===== config.mk =====
export PLATFORM = sky130hd
export DESIGN_NAME = icmp_chk_core
export DESIGN_NICKNAME = d
export VERILOG_FILES = /design/src/design/icmp_chk_pkg.sv /design/src/design/icmp_chk_sum.sv /design/src/design/icmp_chk_core.sv
export SDC_FILE = /design/constraint.sdc
export NUM_CORES = 1
export LEC_CHECK = 0
export BUFFER_PORTS_ARGS = -buffer_cell sky130_fd_sc_hd__buf_4
export CAP_MARGIN = 20
export CORE_MARGIN = 1
export CORE_UTILIZATION = 40
export CTS_CLUSTER_SIZE = 14
export DETAILED_ROUTE_END_ITERATION = 7
export PLACE_DENSITY = 0.55
export SETUP_SLACK_MARGIN = 0.5
export SLEW_MARGIN = 20
export SYNTH_ARGS = -nofsm -noshare
export SYNTH_HDL_FRONTEND = slang
export SYNTH_SLANG_ARGS = --single-unit

===== constraint.sdc =====
create_clock -name clock -period 22.7 [get_ports clock]
set_clock_uncertainty 0.1 [all_clocks]
set_input_delay 1.135 -clock clock [delete_from_list [all_inputs] [get_ports clock]]
set_output_delay 1.135 -clock clock [all_outputs]
set_load 0.005 [all_outputs]

===== src/design/icmp_chk_pkg.sv =====
// Package with the shared types, constants and check codes of the ICMP echo reply checker.
`default_nettype none

package icmp_chk_pkg;

   localparam int MAX_FRAME = 2048;
   localparam int POS_W = 12;

   typedef logic [POS_W-1:0] pos_type;

   localparam logic [15:0] ETHERTYPE_IPV4 = 16'h0800;
   localparam logic [12:0] MIN_FRAME = 13'd42;
   localparam logic [15:0] SUM_ALL_ONES = 16'hFFFF;
   localparam logic [6:0] ETH_HEADER = 7'd14;
   localparam logic [6:0] ICMP_HEADER = 7'd8;
   localparam logic [3:0] MIN_IHL = 4'd5;
   localparam logic [7:0] PROTO_ICMP = 8'd1;
   localparam logic [7:0] ICMP_ECHO_REPLY = 8'd0;

   localparam pos_type POS_ETYPE_LO = pos_type'(13);
   localparam pos_type POS_IHL = pos_type'(14);
   localparam pos_type POS_LEN_HI = pos_type'(16);
   localparam pos_type POS_LEN_LO = pos_type'(17);
   localparam pos_type POS_PROTO = pos_type'(23);
   localparam pos_type POS_SRC_END = pos_type'(29);
   localparam pos_type POS_DST_END = pos_type'(33);
   localparam pos_type POS_ICMP_MIN = pos_type'(34);
   localparam pos_type POS_MAX = pos_type'(MAX_FRAME);

   localparam int CHK_W = 7;
   localparam int CHK_ETH_IHL = 0;
   localparam int CHK_PROTO = 1;
   localparam int CHK_SRC = 2;
   localparam int CHK_DST = 3;
   localparam int CHK_TYPE = 4;
   localparam int CHK_ID_SEQ = 5;
   localparam int CHK_SIZE = 6;
   localparam logic [CHK_W-1:0] ALL_CHECKS = '1;

   localparam logic [1:0] CSR_LOCAL_ADDRESS = 2'd0;
   localparam logic [1:0] CSR_REMOTE_ADDRESS = 2'd1;
   localparam logic [1:0] CSR_EXPECTED_IDENT = 2'd2;
   localparam logic [1:0] CSR_EXPECTED_SEQUENCE = 2'd3;

   typedef struct packed {
      logic [31:0] local_address;
      logic [31:0] remote_address;
      logic [15:0] expected_ident;
      logic [15:0] expected_sequence;
   } cfg_type;

   typedef struct packed {
      logic       step;
      logic [7:0] frame_byte;
      logic       end_of_frame;
   } item_type;

   function automatic logic [15:0] ones_add(input logic [15:0] acc, input logic [15:0] word);
      logic [16:0] s;
      s = {1'b0, acc} + {1'b0, word};
      return s[15:0] + {15'd0, s[16]};
   endfunction

endpackage

`default_nettype wire


===== src/design/icmp_chk_sum.sv =====
// One's complement checksum accumulator over 16-bit words.
`default_nettype none

module icmp_chk_sum
   import icmp_chk_pkg::*;
(
   input  wire logic        clock,
   input  wire logic        reset,
   input  wire logic        add_en,
   input  wire logic        clear,
   input  wire logic [15:0] word,
   output logic      [15:0] sum_upd
);

   logic [15:0] sum_ff;
   logic [15:0] sum_in;

   always_comb begin
      sum_upd = add_en ? ones_add(sum_ff, word) : sum_ff;
      sum_in = clear ? 16'd0 : sum_upd;
   end

   always_ff @(posedge clock) begin
      if (reset) begin
         sum_ff <= 16'd0;
      end else begin
         sum_ff <= sum_in;
      end
   end

endmodule

`default_nettype wire


===== src/design/icmp_chk_core.sv =====
// Per-byte frame parser that tracks position, header fields, checks and checksums.
`default_nettype none

module icmp_chk_core
   import icmp_chk_pkg::*;
(
   input  wire logic     clock,
   input  wire logic     reset,
   input  wire cfg_type  cfg,
   input  wire item_type item,
   output logic          is_matching_reply
);

   pos_type           pos_ff, pos_in;
   logic [3:0]        hw_ff, hw_in;
   logic [15:0]       tl_ff, tl_in;
   logic [7:0]        pend_ff, pend_in;
   logic [31:0]       fs_ff, fs_in;
   logic [CHK_W-1:0]  chk_ff, chk_in;

   logic [7:0]        b;
   logic              odd;
   pos_type           pos_m1;
   logic [31:0]       fs_new;
   logic [3:0]        hw_cur;
   logic [15:0]       tl_cur;
   logic [5:0]        hdr_len;
   logic [6:0]        icmp_at;
   logic [16:0]       msg_end;
   logic              hdr_prev, hdr_cur, msg_prev, msg_cur;
   logic [CHK_W-1:0]  chk_upd;
   logic              hdr_add, msg_add;
   logic [15:0]       hdr_word, msg_word;
   logic [15:0]       hdr_sum, msg_sum;
   logic              clear;
   logic [12:0]       len;

   function automatic logic in_hdr(input pos_type q, input logic [6:0] at);
      return (q >= pos_type'(ETH_HEADER)) && (q < pos_type'(at));
   endfunction

   function automatic logic in_msg(input pos_type q, input logic [6:0] at,
                                   input logic [16:0] msg_lim);
      return (q >= pos_type'(at)) && ({5'd0, q} < msg_lim);
   endfunction

   always_comb begin
      b = item.frame_byte;
      odd = pos_ff[0];
      pos_m1 = pos_ff - pos_type'(1);
      fs_new = {fs_ff[23:0], b};
      hw_cur = (pos_ff == POS_IHL) ? b[3:0] : hw_ff;
      if (pos_ff == POS_LEN_HI) begin
         tl_cur = {b, 8'd0};
      end else if (pos_ff == POS_LEN_LO) begin
         tl_cur = {tl_ff[15:8], b};
      end else begin
         tl_cur = tl_ff;
      end
      hdr_len = {hw_cur, 2'b00};
      icmp_at = ETH_HEADER + {1'b0, hdr_len};
      msg_end = {10'd0, ETH_HEADER} + {1'b0, tl_cur};
      hdr_prev = in_hdr(pos_m1, icmp_at);
      hdr_cur = in_hdr(pos_ff, icmp_at);
      msg_prev = in_msg(pos_m1, icmp_at, msg_end);
      msg_cur = in_msg(pos_ff, icmp_at, msg_end);

      chk_upd = chk_ff;
      if (pos_ff >= POS_MAX) chk_upd[CHK_SIZE] = 1'b0;
      if (pos_ff == POS_ETYPE_LO && fs_new[15:0] != ETHERTYPE_IPV4) chk_upd[CHK_ETH_IHL] = 1'b0;
      if (pos_ff == POS_IHL && b[3:0] < MIN_IHL) chk_upd[CHK_ETH_IHL] = 1'b0;
      if (pos_ff == POS_PROTO && b != PROTO_ICMP) chk_upd[CHK_PROTO] = 1'b0;
      if (pos_ff == POS_SRC_END && fs_new != cfg.remote_address) chk_upd[CHK_SRC] = 1'b0;
      if (pos_ff == POS_DST_END && fs_new != cfg.local_address) chk_upd[CHK_DST] = 1'b0;
      if (pos_ff >= POS_ICMP_MIN) begin
         if (pos_ff == pos_type'(icmp_at) && b != ICMP_ECHO_REPLY) begin
            chk_upd[CHK_TYPE] = 1'b0;
         end
         if (pos_ff == pos_type'(icmp_at) + pos_type'(5)
             && fs_new[15:0] != cfg.expected_ident) begin
            chk_upd[CHK_ID_SEQ] = 1'b0;
         end
         if (pos_ff == pos_type'(icmp_at) + pos_type'(7)
             && fs_new[15:0] != cfg.expected_sequence) begin
            chk_upd[CHK_ID_SEQ] = 1'b0;
         end
      end

      if (odd) begin
         hdr_add = item.step && hdr_prev;
         msg_add = item.step && msg_prev;
         hdr_word = {pend_ff, b};
         msg_word = msg_cur ? {pend_ff, b} : {pend_ff, 8'd0};
      end else begin
         hdr_add = item.step && item.end_of_frame && hdr_cur;
         msg_add = item.step && item.end_of_frame && msg_cur;
         hdr_word = {b, 8'd0};
         msg_word = {b, 8'd0};
      end
      clear = item.step && item.end_of_frame;

      len = {1'b0, pos_ff} + 13'd1;
   end

   icmp_chk_sum u_hdr_sum (
      .clock   (clock),
      .reset   (reset),
      .add_en  (hdr_add),
      .clear   (clear),
      .word    (hdr_word),
      .sum_upd (hdr_sum)
   );

   icmp_chk_sum u_msg_sum (
      .clock   (clock),
      .reset   (reset),
      .add_en  (msg_add),
      .clear   (clear),
      .word    (msg_word),
      .sum_upd (msg_sum)
   );

   always_comb begin
      is_matching_reply = (chk_upd == ALL_CHECKS)
                          && (len >= MIN_FRAME)
                          && (len >= {6'd0, icmp_at} + {6'd0, ICMP_HEADER})
                          && (tl_cur >= {10'd0, hdr_len})
                          && (hdr_sum == SUM_ALL_ONES)
                          && (msg_sum == SUM_ALL_ONES);

      pos_in = pos_ff;
      hw_in = hw_ff;
      tl_in = tl_ff;
      pend_in = pend_ff;
      fs_in = fs_ff;
      chk_in = chk_ff;
      if (item.step) begin
         if (item.end_of_frame) begin
            pos_in = '0;
            hw_in = '0;
            tl_in = '0;
            pend_in = '0;
            fs_in = '0;
            chk_in = ALL_CHECKS;
         end else begin
            if (pos_ff < POS_MAX) pos_in = pos_ff + pos_type'(1);
            hw_in = hw_cur;
            tl_in = tl_cur;
            if (!odd) pend_in = b;
            fs_in = fs_new;
            chk_in = chk_upd;
         end
      end
   end

   always_ff @(posedge clock) begin
      if (reset) begin
         pos_ff <= '0;
         hw_ff <= '0;
         tl_ff <= '0;
         pend_ff <= '0;
         fs_ff <= '0;
         chk_ff <= ALL_CHECKS;
      end else begin
         pos_ff <= pos_in;
         hw_ff <= hw_in;
         tl_ff <= tl_in;
         pend_ff <= pend_in;
         fs_ff <= fs_in;
         chk_ff <= chk_in;
      end
   end

endmodule

`default_nettype wire

-- Word-level counts from Yosys, hierarchy flattened
Index checks and enable logic that the tools add are counted.
- register bits: 103
- input port bits: 108
- output and inout port bits: 1
- word-level logic and storage cells: 110
- add/subtract/negate cells: 12
- $lt $le $gt $ge: 15
- equal/unequal tests: 20
- mux-type cells: 28
- reduce and logical (&&, ||, !) cells: 27
- operator list (cell ; count):
    $mux 16 ; 6
    $ne 32x32->1 ; 2
    $eq 12x5->1 const B ; 4
    $add 16x16->17 ; 2
    $lt 12x17->1 ; 2
    $add 16x1->16 ; 2
    $eq 16x16->1 const B ; 2
    $mux 8 ; 4
    $ne 16x16->1 ; 2
    $eq 12x4->1 const B ; 2
    $eq 12x8->1 ; 2
    $ge 12x4->1 const B ; 2
    $ge 12x7->1 ; 2
    $lt 12x7->1 ; 2
    $mux 12 ; 2
    $mux 24 ; 1
    $logic_and 1x1->1 ; 22
    $add 4x16->17 const A ; 1
    $add 7x3->8 const B ; 2
    $ge 16x6->1 ; 1
    $ne 16x12->1 const B ; 1
    $add 12x1->13 const B ; 1
    $ge 13x6->1 const B ; 1
    $ge 13x8->1 ; 1
    21 further kinds ; 33

-- Logic depth before layout (Yosys ltp)
Gate-level depths: netlist of the first run.
- depth in word-level cells: 15
- depth in mapped cells: 43
- depth with buffers taken out: 39

-- By module
Synthesis of the first run repeated with hierarchy kept, for this count alone.
- cell total of the unflattened synthesis: 1368
- area, all modules: 10540.1 sq um
- by module, submodules not included (module ; times used ; cells an instance ; area an instance (sq um)):
    icmp_chk_core ; 1 ; 915 ; 6897.9
    icmp_chk_sum at u_msg_sum ; 1 ; 230 ; 1825.5
    icmp_chk_sum at u_hdr_sum ; 1 ; 223 ; 1816.7

-- Worst setup path after synthesis of the first run
Ideal clock, no wire load.
- path kind: reg2out
- start point: register pos_ff[0]
- end point: output port is_matching_reply
- arrival: 9011 ps
- path slack: 12454 ps
- cell stages (with the launch flop): 42
- buffers on the path: 2
- cell sequence: dfxtp_1 -> clkbuf_1 -> inv_1 -> clkbuf_1 -> ha_1 -> or4b_2 -> nor3_2 -> a22o_1 -> inv_1 -> ha_1 -> a21oi_1 -> a22o_1 -> nand2_1 -> nor2b_1 -> nand2_1 -> xnor2_1 -> nor2_1 -> a21oi_1 -> [... 6 more ...] -> ha_1 -> fa_1 -> a211oi_1 -> o21ai_0 -> a311o_1 -> a211oi_1 -> o21ai_0 -> a21oi_1 -> o21bai_1 -> ha_1 -> ha_1 -> xor2_1 -> nand3_1 -> or4_1 -> nor4b_1 -> nand4_1 -> a211o_1 -> a2111oi_2
- longest elaborated chain between the ends: 15
- elaborated cells on any way between the ends: 78
- classes of those cells: add/sub (11); order compare (13); eq/ne (13); mux (20); reduce/logical (21)
- ends and longest elaborated chain (item ; line ; RTL):
    from (decl) ; icmp_chk_core.sv:14 ; pos_type pos_ff, pos_in;
    from (signal assigned) ; icmp_chk_core.sv:165 ; pos_ff <= pos_in;
    parallel branches: the longest is 14 deep, another holds $add 4x16->17 ; n/a ;
    $logic_and 1x1->1 (*) ; icmp_chk_core.sv:129 ; && (msg_sum == SUM_ALL_ONES);
    to (decl) ; icmp_chk_core.sv:11 ; output logic is_matching_reply
Every way passes the cells marked *.

-- Final worst setup path of the first run
Ends and elaborated chain as after synthesis.

==> reports/results.tsv, run 1 <==
metric	value	unit
fmax	86.4	MHz
Final period util	0.510	
CP most frequent cell	ha_1	
Die W	161	µm
total global routing overflow	0	
synthesized area per cell	7.50	µm²
core area	24500	µm²
I/O Pins	109	
row count	57	
Gate Count Post-Synth	1341	
final hold vios	0	
Synth top area share	0.205	
CP max FO	29	
setup bufs post-CTS	0	
Leak	4.78	nW
Post-synth top flop	dfxtp_1	
Initial Utilization	0.411	
Final ANT Viol Nets	0	
adder-cell share of the synthesized area	0.105	
CTS root buf	clkbuf_16	
fin. max-slew vios	0	
Slew Limit Headroom	0.318	
vias in the first global route	9698	
mux share of post-synthesis cell area	0.0142	
hold path depth	2	
largest family of logic cells by synthesized area	simple AND/OR/NAND/NOR gates	
final worst path period need	11.58	ns
register area share after synthesis	0.205	
simple-gate share of the synthesized area	0.252	
post-synthesis xor/xnor area fraction	0.155	
die area	25800	µm²
Unique masters post-synth	77	
critical path capture point type	output pin	
Skew-Pair Late Insertion Delay	0.37	ns
worst r2r dst	u_msg_sum.sum_ff[14]	
total routed wirelength	34600	µm
Worst path slowest cell	or4b_2	
asr flop ratio synth	0	
Hold Crit Class	reg -> reg	
Hold Startpoint	chk_ff[4]	
Resize count post-CTS	0	
largest net degree at the start of global routing	66	
clk buf depth	2	
worst flop-to-flop path startpoint	pos_ff[0]	
Final Wtd Congestion	0.924	
top post-synthesis cells by area	dfxtp_1 21%, xor2_1 10%, ha_1 10%	
Worst EP arrival	10.34	ns
Total GRT Usage	0.268	
Area growth syn-to-layout	13.5	%
Antenna Cells	0	
CTS tree	done	
worst-case reg-to-reg path depth	39	
worst hold slack	0.346	ns
final worst-path setup slack	11.12	ns
Syn Nets	1532	
Final Net Count	1591	
initial drt markers	809	
drt first pass iters	6	
status	complete, no violations	
compound-cell area share of the yosys netlist	0.224	
worst hold endpoint	chk_ff[4]	
sinks on the clock net	103	
Critical Path Start Type	flip-flop	
per-cell routed wire length	20.0	µm
via count	10105	
EDFF count, synth	0	
slew of the pin with the lowest slew margin	1.01	ns
FF-to-FF setup slack	13.25	ns
RSZ-0062 raised after global routing	no	
initial antenna violation count	0	
dpl ws	11.31	ns
Max-Cap Viols	0	
FF+latch count, synth	103	
Die Height	161	µm
layout cells sized above 1	0.120	
setup violators final	0	
Avg Vias per Cell	5.84	
TNS Setup	0	ns
# DRC	0	
first-pass GRT wire length	54400	µm
IO Port Bufs	108	
hold_buf cts	0	
PD cells	37.5	nW/µm²
commonest cells in the netlist	153 x nor2_1, 120 x xor2_1, 103 x dfxtp_1	
Synth Cell Area	10100	µm²
Synth area leader	dfxtp_1	
CP required	21.47	ns
Max H-tree Level	3	
CP peak stage delay	0.67	ns
crit path kind	reg -> out	
cell with the most instances after synthesis	nor2_1	
DP Wirelength	26100	µm
YS warnings	0	
Num CTS Buffers	9	
clk slew on worst S/H paths	0.08	ns
VDD IR max	32.2	µV
==> power by group <==
part	total (mW)	switching, mW	internal (mW)	leakage [nW]
Sequential	0.185	0.00268	0.182	0.832
Clock	0.164	0.0771	0.0871	0.146
Combinational	0.0792	0.0468	0.0324	3.80
==> cells by family (layout without fill, tap and decap cells) <==
logic type      after synthesis  after routing
xor+xnor                    178            178
flops                       103            103
mux                          14             14
compound gates              335            335
fa+ha+maj                    83             83
simple gates                510            510
buf+inv                     118            182
==> state kept, by name, summed over array words and instances (netlist names) <==
register and flops:
u_msg_sum.sum_ff 16, pend_ff 8, hw_ff 4, fs_ff 24
tl_ff 16, pos_ff 12, u_hdr_sum.sum_ff 16, chk_ff 7
==> final cells by class <==
| class | instances | area [µm²] |
|---|---|---|
| well taps | 324 | 405 |
| multi-input cells | 1120 | 7560 |
| inverters | 42 | 158 |
| clock inverters | 5 | 67.6 |
| flip-flops and latches | 103 | 2060 |
| fillers | 2519 | 13000 |
| repair buffers | 124 | 931 |
| clock buffers | 11 | 233 |
==> per-stage QoR <==
step | power, mW | std cells | utilization | instance area, µm²
after floorplan | 0.234 | 1341 | - | 10100
after global placement | 0.268 | 1713 | 0.454 | 11100
after detailed placement | 0.268 | 1713 | 0.454 | 11100
after CTS | 0.432 | 1729 | 0.466 | 11400
after global routing | 0.447 | 1729 | 0.467 | 11400
final | 0.428 | 1729 | 0.467 | 11400
==> routing by layer <==
metal	vias up	part of all wire	track usage
met5	-	0	0
met4	0	0.036	0.110
met3	65	0.057	0.0385
met2	302	0.46	0.434
met1	4727	0.45	0.356
li1	5011	-	-
==> layout by cell type, fill, tap and decap left out, types with 5 or more instances in the layout <==
cell type    n
mux2i_1     12
a22oi_1     34
nor4_1      43
xnor2_1     58
or4_1        8
a21o_1      16
nor2_1     153
o31ai_1      8
nand4_1     32
xor2_1     120
a22o_1       5
or3_1       10
o21ai_0     52
o21ai_1      9
dfxtp_1    103
o41ai_1      5
and2_1      11
or2_2        6
clkbuf_16    9
nor4b_1      8
nand2_1     99
a211oi_1    26
a21oi_1     89
nand3_1     43
nor3_1      46
ha_1        81
and3_1      20
o211ai_1     8
nor2b_1      5
o21a_1      16
buf_4      124
inv_1       41
nand2b_1     6
o2111ai_1    7
o31a_1       5
==> worst max-delay path by stage <==
| stage | start | to | cells past startpoint | slack, ns |
|---|---|---|---|---|
| after global routing | pos_ff[0] | is_matching_reply | 40 | 10.22 |
| after detailed placement | pos_ff[8] | is_matching_reply | 38 | 11.31 |
| after CTS | pos_ff[8] | is_matching_reply | 38 | 10.86 |
| after global placement | pos_ff[0] | is_matching_reply | 40 | 11.43 |
| after floorplan | pos_ff[0] | is_matching_reply | 41 | 12.45 |
| final | pos_ff[0] | is_matching_reply | 40 | 11.12 |
==> critical path: cells and delay by family, from the launching register on <==
family                   cells  cell delay (ns)
XOR/XNOR                     2             0.36
buffers and inverters        3             0.53
AND/OR/NAND/NOR             13             2.79
AO/OA/AOI/OAI               15             4.04
adder cells (fa/ha/maj)      7             1.91
flip-flops                   1             0.33
(Power assumes the default switching activity.)
==> inputs of run 2 (changes only) <==
Clock period 22.7 ns to 11.5 ns, I/O delays scaled along.
==> reports/results.tsv, run 2 (synthesis results as in run 1) <==
metric	value	unit	change
status	complete, no violations		
worst setup path startpoint	pos_ff[0]		
FF-to-FF setup slack	2.41	ns	-10.84 ns
layout cells sized above 1	0.129		+0.00941
Avg Vias per Cell	5.89		+0.77%
initial drt markers	808		-0.12%
worst-case reg-to-reg path depth	41		+5.1%
VDD IR max	55.5	µV	+72%
Max H-tree Level	3		unchanged
sinks on the clock net	103		unchanged
vias in the first global route	9774		+0.78%
clk buf depth	2		unchanged
largest net degree at the start of global routing	66		unchanged
CP max FO	30		+3.4%
final worst-path setup slack	1.16	ns	-9.96 ns
CTS tree	done		
TNS Setup	0	ns	unchanged
Max-Cap Viols	0		unchanged
Initial Utilization	0.411		unchanged
Hold Crit Class	reg -> reg		
RSZ-0062 raised after global routing	no		
per-cell routed wire length	20.1	µm	+0.50%
Final period util	0.900		
Power, Total	0.829	mW	+94%
final worst path period need	10.34	ns	
Filler Cell Count	2444		-3.0%
WP depth	43		+7.5%
WP buf/inv	6		+3
Die Height	161	µm	unchanged
Biggest register	fs_ff		
Skew-Pair Late Insertion Delay	0.36	ns	about the same
max reg flops	24		unchanged
worst flop-to-flop path startpoint	pos_ff[0]		
CP peak stage delay	0.69	ns	+0.02 ns
final hold vios	0		unchanged
DP Wirelength	25900	µm	-0.47%
core area	24500	µm²	unchanged
Num CTS Buffers	9		unchanged
Worst path slowest cell	or4b_2		
Total GRT Usage	0.270		+0.00159
Critical Path Start Type	flip-flop		
delay-heaviest family, CP	compound AO/OA/AOI/OAI gates		
worst r2r dst	u_msg_sum.sum_ff[14]		
first-pass GRT wire length	54800	µm	+0.80%
slew of the pin with the lowest slew margin	1.14	ns	+0.125 ns
setup violators final	0		unchanged
CP most frequent cell	ha_1		
CTS root buf	clkbuf_16		
I/O Pins	109		unchanged
most frequent cells in the layout	153 x nor2_1, 130 x buf_4, 120 x xor2_1, 103 x dfxtp_1, 99 x nand2_1		
Final Wtd Congestion	0.883		-4.5%
initial antenna violation count	0		unchanged
CP endpoint	is_matching_reply		
clk slew on worst S/H paths	0.07	ns	about the same
total routed wirelength	34800	µm	+0.85%
non-filler instance count after layout	1735		+0.35%
Worst EP arrival	9.67	ns	-0.67 ns
hold_buf cts	0		unchanged
fin. max-slew vios	0		unchanged
CP required	10.83	ns	-10.64 ns
fmax	96.7	MHz	
die area	25800	µm²	unchanged
Slew Limit Headroom	0.233		-0.0847
Final ANT Viol Nets	0		unchanged
crit path kind	reg -> out		
total global routing overflow	0		unchanged
dpl ws	0.897	ns	-10.41 ns
Final Net Count	1598		+0.44%
drt first pass iters	7		+1
IO Port Bufs	108		unchanged
critical path capture point type	output pin		
# DRC	0		unchanged
most common cell after layout, fill and taps aside	nor2_1		
PD cells	72.2	nW/µm²	+93%
row count	57		unchanged
Area growth syn-to-layout	14.2	%	
Die W	161	µm	unchanged
Antenna Cells	0		unchanged
Leak	4.81	nW	+0.63%
via count	10218		+1.1%
# placed instances	1714		+0.058%
==> run 2: area by class of cell <==
| cell class | count | area [µm²] | share of cell area |
|---|---|---|---|
| multi-input combinational | 1120 | 7590 | 0.661 |
| sequential | 103 | 2060 | 0.180 |
| timing repair buffer | 131 | 996 | 0.0867 |
| tap | 324 | 405 | 0.0353 |
| clock buffer | 10 | 229 | 0.0199 |
| inverter | 42 | 158 | 0.0137 |
| clock inverter | 5 | 40.0 | 0.00349 |
==> run 2: worst min-delay path by stage <==
stage / startpoint / slack, ns / cells past startpoint / end
3_3_place_gp: chk_ff[4] / 0.33 / 2 / chk_ff[4]
4_1_cts: chk_ff[4] / 0.34 / 2 / chk_ff[4]
2_1_floorplan: chk_ff[4] / 0.31 / 2 / chk_ff[4]
5_1_grt: chk_ff[4] / 0.38 / 2 / chk_ff[4]
6_report: chk_ff[4] / 0.34 / 2 / chk_ff[4]
3_5_place_dp: chk_ff[4] / 0.33 / 2 / chk_ff[4]
==> run 2: through the flow <==
stage / utilization / cell area, µm² / hold WS, ns
after floorplan: - / 10100 / 0.315
after global placement: 0.455 / 11100 / 0.328
after detailed placement: 0.455 / 11100 / 0.329
after CTS: 0.466 / 11400 / 0.342
after global routing: 0.469 / 11500 / 0.377
final: 0.469 / 11500 / 0.341
==> run 2: power by group <==
group	total, mW	switching, mW	internal (mW)
clock network	0.306	0.157	0.149
logic	0.159	0.0944	0.0648
registers	0.365	0.00534	0.359
==> run 2: per-layer routing <==
layer  up-vias  track usage  wire (µm)
met5         -            0          0
met3        52       0.0318       1950
met4         0       0.0896        997
met1      4797        0.359      15500
met2       333        0.451      16400
li1       5036            -          -
==> run 2: worst register-to-register path: cells and delay by family (launching register included) <==
kind / cells / cell delay, ns
buffers and inverters: 6 / 0.91
AND/OR/NAND/NOR: 13 / 3.27
XOR/XNOR: 2 / 0.29
AO/OA/AOI/OAI: 14 / 2.63
adder cells (fa/ha/maj): 6 / 1.44
flip-flops: 1 / 0.35
==> run 2: repair_timing <==
item                                    CTS  global route
gates resized for setup                   1            13
setup buffers                             0             6
endpoints found under the setup margin    1             1
cloned                                    0             0
pin swaps                                 0             3
